### src/rtl/speck_pkg.sv
// Shared types, constants and round functions for the Speck64/128 cipher.
package speck_pkg;

    localparam int WORD_W    = 32;
    localparam int KEY_WORDS = 4;
    localparam int ROUNDS    = 27;
    localparam int RND_W     = $clog2(ROUNDS);
    localparam int ADDR_W    = $clog2(KEY_WORDS);
    localparam int ROT_A     = 8;
    localparam int ROT_B     = 3;

    typedef logic [WORD_W-1:0] word_t;
    typedef word_t [KEY_WORDS-1:0] key_t;
    typedef word_t [KEY_WORDS-2:0] sched_t;
    typedef word_t [ROUNDS-1:0] rk_t;

    typedef struct packed {
        logic  mode;
        word_t x;
        word_t y;
    } item_t;

    localparam logic MODE_ENC = 1'b0;
    localparam logic MODE_DEC = 1'b1;

    function automatic word_t rotr_a(input word_t v);
        return {v[ROT_A-1:0], v[WORD_W-1:ROT_A]};
    endfunction

    function automatic word_t rotl_a(input word_t v);
        return {v[WORD_W-ROT_A-1:0], v[WORD_W-1:WORD_W-ROT_A]};
    endfunction

    function automatic word_t rotr_b(input word_t v);
        return {v[ROT_B-1:0], v[WORD_W-1:ROT_B]};
    endfunction

    function automatic word_t rotl_b(input word_t v);
        return {v[WORD_W-ROT_B-1:0], v[WORD_W-1:WORD_W-ROT_B]};
    endfunction

    function automatic item_t enc_round(input item_t d, input word_t k);
        item_t r;
        r.mode = d.mode;
        r.x    = (rotr_a(d.x) + d.y) ^ k;
        r.y    = rotl_b(d.y) ^ r.x;
        return r;
    endfunction

    function automatic item_t dec_round(input item_t d, input word_t k);
        item_t r;
        r.mode = d.mode;
        r.y    = rotr_b(d.x ^ d.y);
        r.x    = rotl_a((d.x ^ k) - r.y);
        return r;
    endfunction

endpackage

### src/rtl/speck_keysched.sv
// Key registers, iterative key schedule and round key store.
module speck_keysched import speck_pkg::*; (
    input  logic              aclk,
    input  logic              aresetn,
    input  logic              cfg_wr_en,
    input  logic [ADDR_W-1:0] cfg_addr,
    input  word_t             cfg_wr_data,
    output logic              busy,
    output rk_t               round_keys
);

    key_t             key_reg, key_next;
    word_t            k_reg, k_next;
    sched_t           l_reg, l_next;
    logic [RND_W-1:0] cnt_reg, cnt_next;
    logic             busy_reg, busy_next;
    rk_t              rk_reg;
    word_t            t;

    always_comb begin
        key_next = key_reg;
        if (cfg_wr_en) begin
            key_next[cfg_addr] = cfg_wr_data;
        end
        t         = (rotr_a(l_reg[0]) + k_reg) ^ {{(WORD_W-RND_W){1'b0}}, cnt_reg};
        k_next    = k_reg;
        l_next    = l_reg;
        cnt_next  = cnt_reg;
        busy_next = busy_reg;
        if (cfg_wr_en) begin
            k_next    = key_next[0];
            for (int i = 0; i < KEY_WORDS-1; i++) begin
                l_next[i] = key_next[i+1];
            end
            cnt_next  = '0;
            busy_next = 1'b1;
        end else if (busy_reg) begin
            if (cnt_reg == RND_W'(ROUNDS-1)) begin
                busy_next = 1'b0;
            end else begin
                k_next = rotl_b(k_reg) ^ t;
                for (int i = 0; i < KEY_WORDS-2; i++) begin
                    l_next[i] = l_reg[i+1];
                end
                l_next[KEY_WORDS-2] = t;
                cnt_next = cnt_reg + RND_W'(1);
            end
        end
    end

    always_ff @(posedge aclk) begin
        if (!aresetn) begin
            key_reg  <= '0;
            cnt_reg  <= '0;
            busy_reg <= 1'b0;
        end else begin
            key_reg  <= key_next;
            cnt_reg  <= cnt_next;
            busy_reg <= busy_next;
        end
        k_reg <= k_next;
        l_reg <= l_next;
        if (busy_reg && !cfg_wr_en) begin
            rk_reg[cnt_reg] <= k_reg;
        end
    end

    assign busy       = busy_reg;
    assign round_keys = rk_reg;

endmodule

### config.mk
export PLATFORM = sky130hd
export DESIGN_NAME = speck_keysched
export DESIGN_NICKNAME = d
export VERILOG_FILES = /design/src/rtl/speck_pkg.sv /design/src/rtl/speck_keysched.sv
export SDC_FILE = /design/constraint.sdc
export NUM_CORES = 1
export LEC_CHECK = 0
export ABC_AREA = 1
export BUFFER_PORTS_ARGS = -buffer_cell sky130_fd_sc_hd__buf_2
export CAP_MARGIN = 40
export CORE_AREA = 10 10 343 345
export DETAILED_ROUTE_END_ITERATION = 6
export DIE_AREA = 0 0 353 355
export SLEW_MARGIN = 5
export SYNTH_ARGS = -nofsm -noshare
export SYNTH_HDL_FRONTEND = slang
export SYNTH_SLANG_ARGS = --single-unit
### constraint.sdc
create_clock -name aclk -period 9.7 [get_ports aclk]
set_input_delay 0.97 -clock aclk [delete_from_list [all_inputs] [get_ports aclk]]
set_output_delay 0.97 -clock aclk [all_outputs]
set_load 0.01 [all_outputs]
==> run metrics <==
Final ANT Viol Nets=0; CORE AREA=0.1104 mm^2; num ports=around 900; I/O Buffers=901; Die Y=about 360 um; first-pass GRT wire length=roughly 190000 um; max frequency=between 300 and 400 MHz; Ys Warns=0; Final Non-Filler Cells=5071; setup TNS=0 ns; CTS tree=done; Avg Inst Size Synth=approximately 16 um^2; fin util=45.14%; clock tree buffer depth=3; clk slew on worst S/H paths=roughly 0.06 ns; Tot Pwr=~12 mW; Critical Path Fanout Max=83; Final nets=3561; chip width=approximately 350 um; min Tclk post-route=approximately 3.3 ns; final worst slack=approximately 6.4 ns; initial antenna violation count=11; WL/cell=about 27 um; Worst Tran Pin Value=0.8815 ns; final setup fails=0; post-CTS resize count=0; Hold Path Class=flip-flop to flip-flop; DRC Markers=0; vias in the first global route=23520; type of origin of the critical path=input port; Root Driver=clkbuf_16; most frequent cells in the layout=edfxtp_1, buf_2, nand2_1; final period utilization=between 30% and 40%; outcome=finished, final reports clean; final hold vios=0; Initial Utilization=about 35%; Syn Std Cell Area=~0.039 mm^2; setup repair after global routing missed its margin=false; Critical Path AT=roughly 3.7 ns; fill cell count=~10000; Distinct cells, synth=between 40 and 50; largest net degree at the start of global routing=84; register area share after synthesis=between 80% and 90%; Max Transition Viols Final=0; CTS Buf Count=around 110; synthesized instance count=between 2000 and 2500; die area=approximately 0.13 mm^2; FP Rows=about 120; commonest non-fill, non-tap cell in the layout=edfxtp_1; Placed Cells=just under 5000; dpl ws=between 5 and 6 ns; crit end category=flip-flop; MaxCap Viol Count=0; Area Growth Syn to Fin=27.38%; WS Path Type=input port to flip-flop; post-synthesis register bit count=1126; Worst VDD drop=roughly 0.00023 V; clk_lat worst skew=around 0.7 ns; router iterations before antenna repair=7; DR vias=24560; htree depth=3; syn nets=2535; ratio of cells with drive above 1 in the final layout=between 30% and 40%; Critical Path RT=10.11 ns; Rel. slew slack=41.23%; clock sinks=approximately 1100; Lkg Pwr=approximately 20 nW; max FFs per register=approximately 860; Tot GR Track Use=a little over a fifth; Final Routed Wirelength=approximately 140000 um; GRT overflow=0; hold_buf cts=0; power per cell area=between 200 and 250 mW/mm^2; Vias per Instance=approximately 4.8; Final GP Congestion=roughly 0.9; dpl hpwl=approximately 96000 um; 1st-iter DRT viols=about 2300; post-CTS setup buffer count=0; Setup Skew=0.06085 ns
layer usage:
metal  wire length, um  track usage [%]  part of all wire (%)
met1             50270            24.97                    37
met3             12010            5.283                   8.7
met5                31                0                 0.023
met2             69430            36.47                    51
met4              5570            8.280                   4.1
power breakdown:
part / internal [mW] / switching, mW
Sequential: 5.91 / 0.0754
Combinational: 0.458 / 1.52
Clock: 2.45 / 1.87
cells by family after synthesis:
kind of cell / after synthesis / share of synthesized area [%]
DFF: 1126 / 83.01
and+or+nand+nor: 768 / 8.038
buffers and inverters: 227 / 2.345
AOI/OAI and AO/OA: 185 / 2.405
muxes: 90 / 2.335
adders and majority gates: 36 / 1.171
xor gates and xnor gates: 30 / 0.6909
worst paths after layout:
kind	startpoint	to	slack, ns	depth (start not counted)
setup reg to reg	k_reg[1]	k_reg[16]	6.85	14
hold / removal	key_reg[10]	key_reg[10]	0.46	2
setup / recovery	cfg_wr_en	l_reg[62]	6.37	6
hold reg to reg	key_reg[10]	key_reg[10]	0.46	2
cell type report:
type / instances / area [um^2] / area share, %
inverter: 168 / 638.1 / 1.281
multi-input combinational: 1109 / 5937 / 11.92
antenna: 4 / 10.01 / 0.02009
clock buffer: 129 / 2928 / 5.876
tap: 1488 / 1862 / 3.737
timing repair buffer: 970 / 5213 / 10.46
clock inverter: 77 / 764.5 / 1.534
sequential: 1126 / 32470 / 65.17
Yosys cell counts, drive strengths merged:
master,number,area [um^2]
or2,15,93.84
xnor2,14,130.1
buf,30,175.2
dfxtp,134,2683
nor4,1,6.260
a211oi,1,7.510
nor3,7,35.03
mux2,10,112.6
o21ai,114,570.5
nand2,415,1600
nand3b,7,52.55
nand3,95,480.5
xor2,16,140.1
o21bai,2,15.01
clkinv,1,3.750
o21a,2,15.01
edfxtp,992,29790
fa,1,20.02
a21oi,65,325.3
nor2,225,857.1
nand4,2,12.51
ha,35,437.9
a21o,1,7.510
inv,167,629.4
and2,1,6.260
clkbuf,29,108.9
mux2i,80,800.8
worst max-delay path, stage by stage:
cell	delay, ns
buf_2	0.23
inv_6	0.41
buf_4	0.73
nand2_4	0.62
buf_4	0.43
buf_16	0.22
metrics by stage:
step	area (um^2)	hold WS, ns
global route	49820	0.4881
CTS	49810	0.4657
floorplan	39120	0.4403
finish	49820	0.4639
detailed placement	46120	0.4569
global placement	45840	0.4493
(Power assumes the default switching activity.)
