===== src/rtl/speck_pkg.sv =====
// Shared types, constants and round functions for the Speck64/128 cipher.
package speck_pkg;

    localparam int WORD_W    = 32;
    localparam int KEY_WORDS = 4;
    localparam int ROUNDS    = 27;
    localparam int RND_W     = $clog2(ROUNDS);
    localparam int ADDR_W    = $clog2(KEY_WORDS);
    localparam int ROT_A     = 8;
    localparam int ROT_B     = 3;

    typedef logic [WORD_W-1:0] word_t;
    typedef word_t [KEY_WORDS-1:0] key_t;
    typedef word_t [KEY_WORDS-2:0] sched_t;
    typedef word_t [ROUNDS-1:0] rk_t;

    typedef struct packed {
        logic  mode;
        word_t x;
        word_t y;
    } item_t;

    localparam logic MODE_ENC = 1'b0;
    localparam logic MODE_DEC = 1'b1;

    function automatic word_t rotr_a(input word_t v);
        return {v[ROT_A-1:0], v[WORD_W-1:ROT_A]};
    endfunction

    function automatic word_t rotl_a(input word_t v);
        return {v[WORD_W-ROT_A-1:0], v[WORD_W-1:WORD_W-ROT_A]};
    endfunction

    function automatic word_t rotr_b(input word_t v);
        return {v[ROT_B-1:0], v[WORD_W-1:ROT_B]};
    endfunction

    function automatic word_t rotl_b(input word_t v);
        return {v[WORD_W-ROT_B-1:0], v[WORD_W-1:WORD_W-ROT_B]};
    endfunction

    function automatic item_t enc_round(input item_t d, input word_t k);
        item_t r;
        r.mode = d.mode;
        r.x    = (rotr_a(d.x) + d.y) ^ k;
        r.y    = rotl_b(d.y) ^ r.x;
        return r;
    endfunction

    function automatic item_t dec_round(input item_t d, input word_t k);
        item_t r;
        r.mode = d.mode;
        r.y    = rotr_b(d.x ^ d.y);
        r.x    = rotl_a((d.x ^ k) - r.y);
        return r;
    endfunction

endpackage


===== src/rtl/speck_round.sv =====
// One registered cipher round stage, encrypt or decrypt per item.
module speck_round import speck_pkg::*; (
    input  logic  aclk,
    input  logic  aresetn,
    input  logic  advance,
    input  logic  in_valid,
    input  item_t in_item,
    input  word_t enc_key,
    input  word_t dec_key,
    output logic  out_valid,
    output item_t out_item
);

    logic  valid_reg;
    item_t item_reg, item_next;

    always_comb begin
        if (in_item.mode == MODE_DEC) begin
            item_next = dec_round(in_item, dec_key);
        end else begin
            item_next = enc_round(in_item, enc_key);
        end
    end

    always_ff @(posedge aclk) begin
        if (!aresetn) begin
            valid_reg <= 1'b0;
        end else if (advance) begin
            valid_reg <= in_valid;
        end
        if (advance) begin
            item_reg <= item_next;
        end
    end

    assign out_valid = valid_reg;
    assign out_item  = item_reg;

endmodule


===== config.mk =====
export PLATFORM = sky130hd
export DESIGN_NAME = speck_round
export DESIGN_NICKNAME = d
export VERILOG_FILES = /design/src/rtl/speck_pkg.sv /design/src/rtl/speck_round.sv
export SDC_FILE = /design/constraint.sdc
export NUM_CORES = 1
export LEC_CHECK = 0
export ABC_AREA = 1
export ABC_CLOCK_PERIOD_IN_PS = 2000
export BUFFER_PORTS_ARGS = -buffer_cell sky130_fd_sc_hd__buf_2
export CAP_MARGIN = 0
export CORE_ASPECT_RATIO = 1.4
export CORE_MARGIN = 5
export CORE_UTILIZATION = 50
export CTS_BUF_LIST = sky130_fd_sc_hd__clkbuf_8
export CTS_CLUSTER_DIAMETER = 100
export DETAILED_ROUTE_END_ITERATION = 10
export PLACE_DENSITY = 0.78
export SETUP_SLACK_MARGIN = 0.05
export SLEW_MARGIN = 5
export SYNTH_ARGS = -nofsm -noshare
export SYNTH_HDL_FRONTEND = slang
export SYNTH_SLANG_ARGS = --single-unit

===== constraint.sdc =====
create_clock -name aclk -period 2 [get_ports aclk]
set_input_delay 0.1 -clock aclk [delete_from_list [all_inputs] [get_ports aclk]]
set_output_delay 0.1 -clock aclk [all_outputs]
set_load 0.02 [all_outputs]

==> results.cfg <==
[worst_setup_path]
r2r_slack_ns = 0.73
r2r-end = out_valid
worstReg2RegStart = out_valid
setup.worst_path.end_class = flop
reg2reg_depth = 3
startpoint_type = input pin
worstSetupPathType = input pin to flop
crit_path_max_fanout = 4
cp.arrival_ns = 2.03
critPathRequiredTime_ns = 2.09

[timing]
rsz0062_at_grt = true
slew_headroom_pct = 47.7
drv_slew = 0
setup_violations = 0
finalCritPeriodShare_pct = 97.2
max_freq_mhz = 514
hold_viol = 0
period_minus_slack_ns = 1.94
tightest_slew_ns = 0.785
layout_setup_ws_ns = 0.0550
clock-skew-final_ns = 0

[logic_synthesis]
synthAdderAreaFrac_pct = 9.83
synth_compound_area_share_pct = 8.49
synth_fp_nets = 1468
synth.distinct_cells = 40
ys_seq_area_share_pct = 23.8
synthTopCellsByArea = edfxtp_1 (24%), nand2_1 (19%), ha_1 (9.3%)
syn_area_mm2 = 0.00830
synth-edff-count = 65
muxShareOfSynthArea_pct = 0.121
synth_top_family_by_area = simple AND/OR/NAND/NOR gates
synth-main-ff-cell = edfxtp_1
ys_warn_count = 0
netlist.area_leader.share_pct = 23.5
async_flop_share_pct = 0
syn_avg_cell_area_um2 = 6.53
synth-seq-cells = 66
synthXorXnorAreaFrac_pct = 14.0
synth.largest_area_cell = edfxtp_1
synthCells = 1271
yosys.area_share.simple_pct = 34.3

[routing]
vias = 10278
viasPerCell = 5.37
wire_per_inst_um = 19.1
drc = 1
drt-initial-drc-count = 977
drt_pass1_iterations = 9
detail-route-antenna-nets = 0
wl_um = 36600

[pwr]
total_power_mw = 8.04
p_leak_nw = 6.54
ir_drop_mv = 0.364
power.density_mw_per_mm2 = 660

[job]
drv_cap = 0

[global_routing]
grt_usage_pct = 36.3
grt_start_max_net_pins = 68
grt_antenna_before_repair = 1
grt_pass1_vias = 9932
grt_first_pass_wirelength_um = 53700
grt_remaining_overflow = 0

[clocking]
clk_pin_slew_ns = 0.09
htree_levels = 3
cts.path.max_buffers = 2
clock-sinks = 66
cts_tree = yes
cts_root_buf = clkbuf_8
clock_latency_ns = 0.37
numCtsBuffers = 9

[placed_design]
post-place-ws_ns = -0.496
gp_congestion = 1.01
io_buffers = 198
dp_hpwl_um = 30700

[run_status]
failed_checks = DRC
outcome = finished, violations left

[hold_path]
holdPathEnd = out_item[26]
min_path_type = input pin to flop
holdPathStages = 4
hp-start = in_item[29]

[floorplan]
fp.dieW_um = 119
std_cell_rows = 55
initial_core_util_pct = 51.1
fp.dieH_um = 162
pin_count = 199
coreArea_mm2 = 0.0162
fp.dieArea_mm2 = 0.0193

[finish]
n_fill_cell = 1291
drive_gt1_share_pct = 35.9
finalNetCount = 1907
antennaDiodeCount = 0
syn_to_final_growth_pct = 46.9
## sequential cells by signal (all words and copies together), names as in the netlist
signal,count
out_valid,1
out_item,65
## per-layer routing
layer	routed length (um)	GRT usage [%]	vias up
met5	8	0	-
met2	18300	64.8	513
met1	13400	41.8	4725
met3	2640	4.79	121
li1	-	-	4917
met4	2230	19.8	2
## cell families (layout without fill, tap and decap cells)
group	Yosys count	count (layout)
XOR/XNOR	130	130
AO/OA/AOI/OAI	132	132
adder cells (fa/ha/maj)	64	64
flip-flops	66	66
AND/OR/NAND/NOR	670	670
buffers and inverters	208	652
multiplexers	1	1
## critical path: stages
cell and delay, ns:
buf_2 0.13, buf_4 0.17, xor2_1 0.20, ha_1 0.31
a21oi_1 0.20, o21ai_0 0.15, a21o_1 0.21, nor2_1 0.16
nand3b_1 0.10, nand3_1 0.16, o21ai_0 0.13
## worst max path at each step
stage                           start            to  slack, ns  cells past startpoint
after floorplan           in_item[35]  out_item[54]       0.09                     13
after CTS                 in_item[41]  out_item[53]       0.04                     12
after detailed placement  in_item[49]  out_item[35]      -0.50                     12
final                     in_item[55]  out_item[34]       0.06                     11
after global routing       in_item[7]  out_item[23]      -0.05                     15
after global placement    in_item[18]  out_item[32]      -0.47                     16
## cell usage after synthesis, drive strengths merged, types with 2 or more instances
| library cell | instances |
|---|---|
| a21oi | 61 |
| and3 | 2 |
| ha | 62 |
| and2 | 2 |
| clkbuf | 8 |
| nand4 | 3 |
| xor2 | 88 |
| nor3 | 12 |
| nor2 | 79 |
| o21bai | 5 |
| a21o | 5 |
| xnor2 | 42 |
| o22ai | 3 |
| buf | 5 |
| nand2 | 439 |
| edfxtp | 65 |
| inv | 194 |
| nand3 | 109 |
| o21a | 3 |
| or2 | 10 |
| o21ai | 55 |
| fa | 2 |
| nand3b | 13 |
## power breakdown
group / internal [mW] / switching (mW) / leakage [nW]
registers: 1.82 / 0.0825 / 0.643
clock network: 0.472 / 0.688 / 0.0848
logic: 2.08 / 2.90 / 5.81
## through the flow
stage                     util, %  hold slack, ns  std cells  setup TNS (ns)  instance area, um2
after floorplan                 -           0.193       1271               0                8320
after global placement       69.8           0.336       1891          -11.93               11300
after detailed placement     69.8           0.340       1891          -13.03               11300
after CTS                    71.4           0.160       1909               0               11600
after global routing         75.1           0.183       1914          -0.106               12200
final                        75.1           0.174       1914               0               12200
## timing repair
item / in CTS / in global routing
endpoints found under the hold margin: 1 / 0
hold buffers: 2 / 0
gates resized for setup: 14 / 129
pin swaps: 2 / 24
buffers inserted: 0 / 5
setup endpoints to repair: 11 / 40
## area by class of cell
type                    count  area, um2  share of cell area (%)
flip-flops and latches     66       1970                    16.2
clock inverters             7       60.1                   0.492
clock buffers               9        124                    1.02
well taps                 199        249                    2.04
multi-input cells         997       6160                    50.5
repair buffers            441       2900                    23.7
inverters                 195        732                    6.00
## layout by cell type (no fill, tap or decap), drive strengths merged, types with 2 or more instances in the layout
| cell | instances |
|---|---|
| a21o | 5 |
| a21oi | 61 |
| and2 | 2 |
| and3 | 2 |
| buf | 439 |
| clkbuf | 9 |
| clkinvlp | 3 |
| dlygate4sd3 | 2 |
| edfxtp | 65 |
| fa | 2 |
| ha | 62 |
| inv | 198 |
| nand2 | 439 |
| nand3 | 109 |
| nand3b | 13 |
| nand4 | 3 |
| nor2 | 79 |
| nor3 | 12 |
| o21a | 3 |
| o21ai | 55 |
| o21bai | 5 |
| o22ai | 3 |
| or2 | 10 |
| xnor2 | 42 |
| xor2 | 88 |
(Power assumes the default switching activity.)
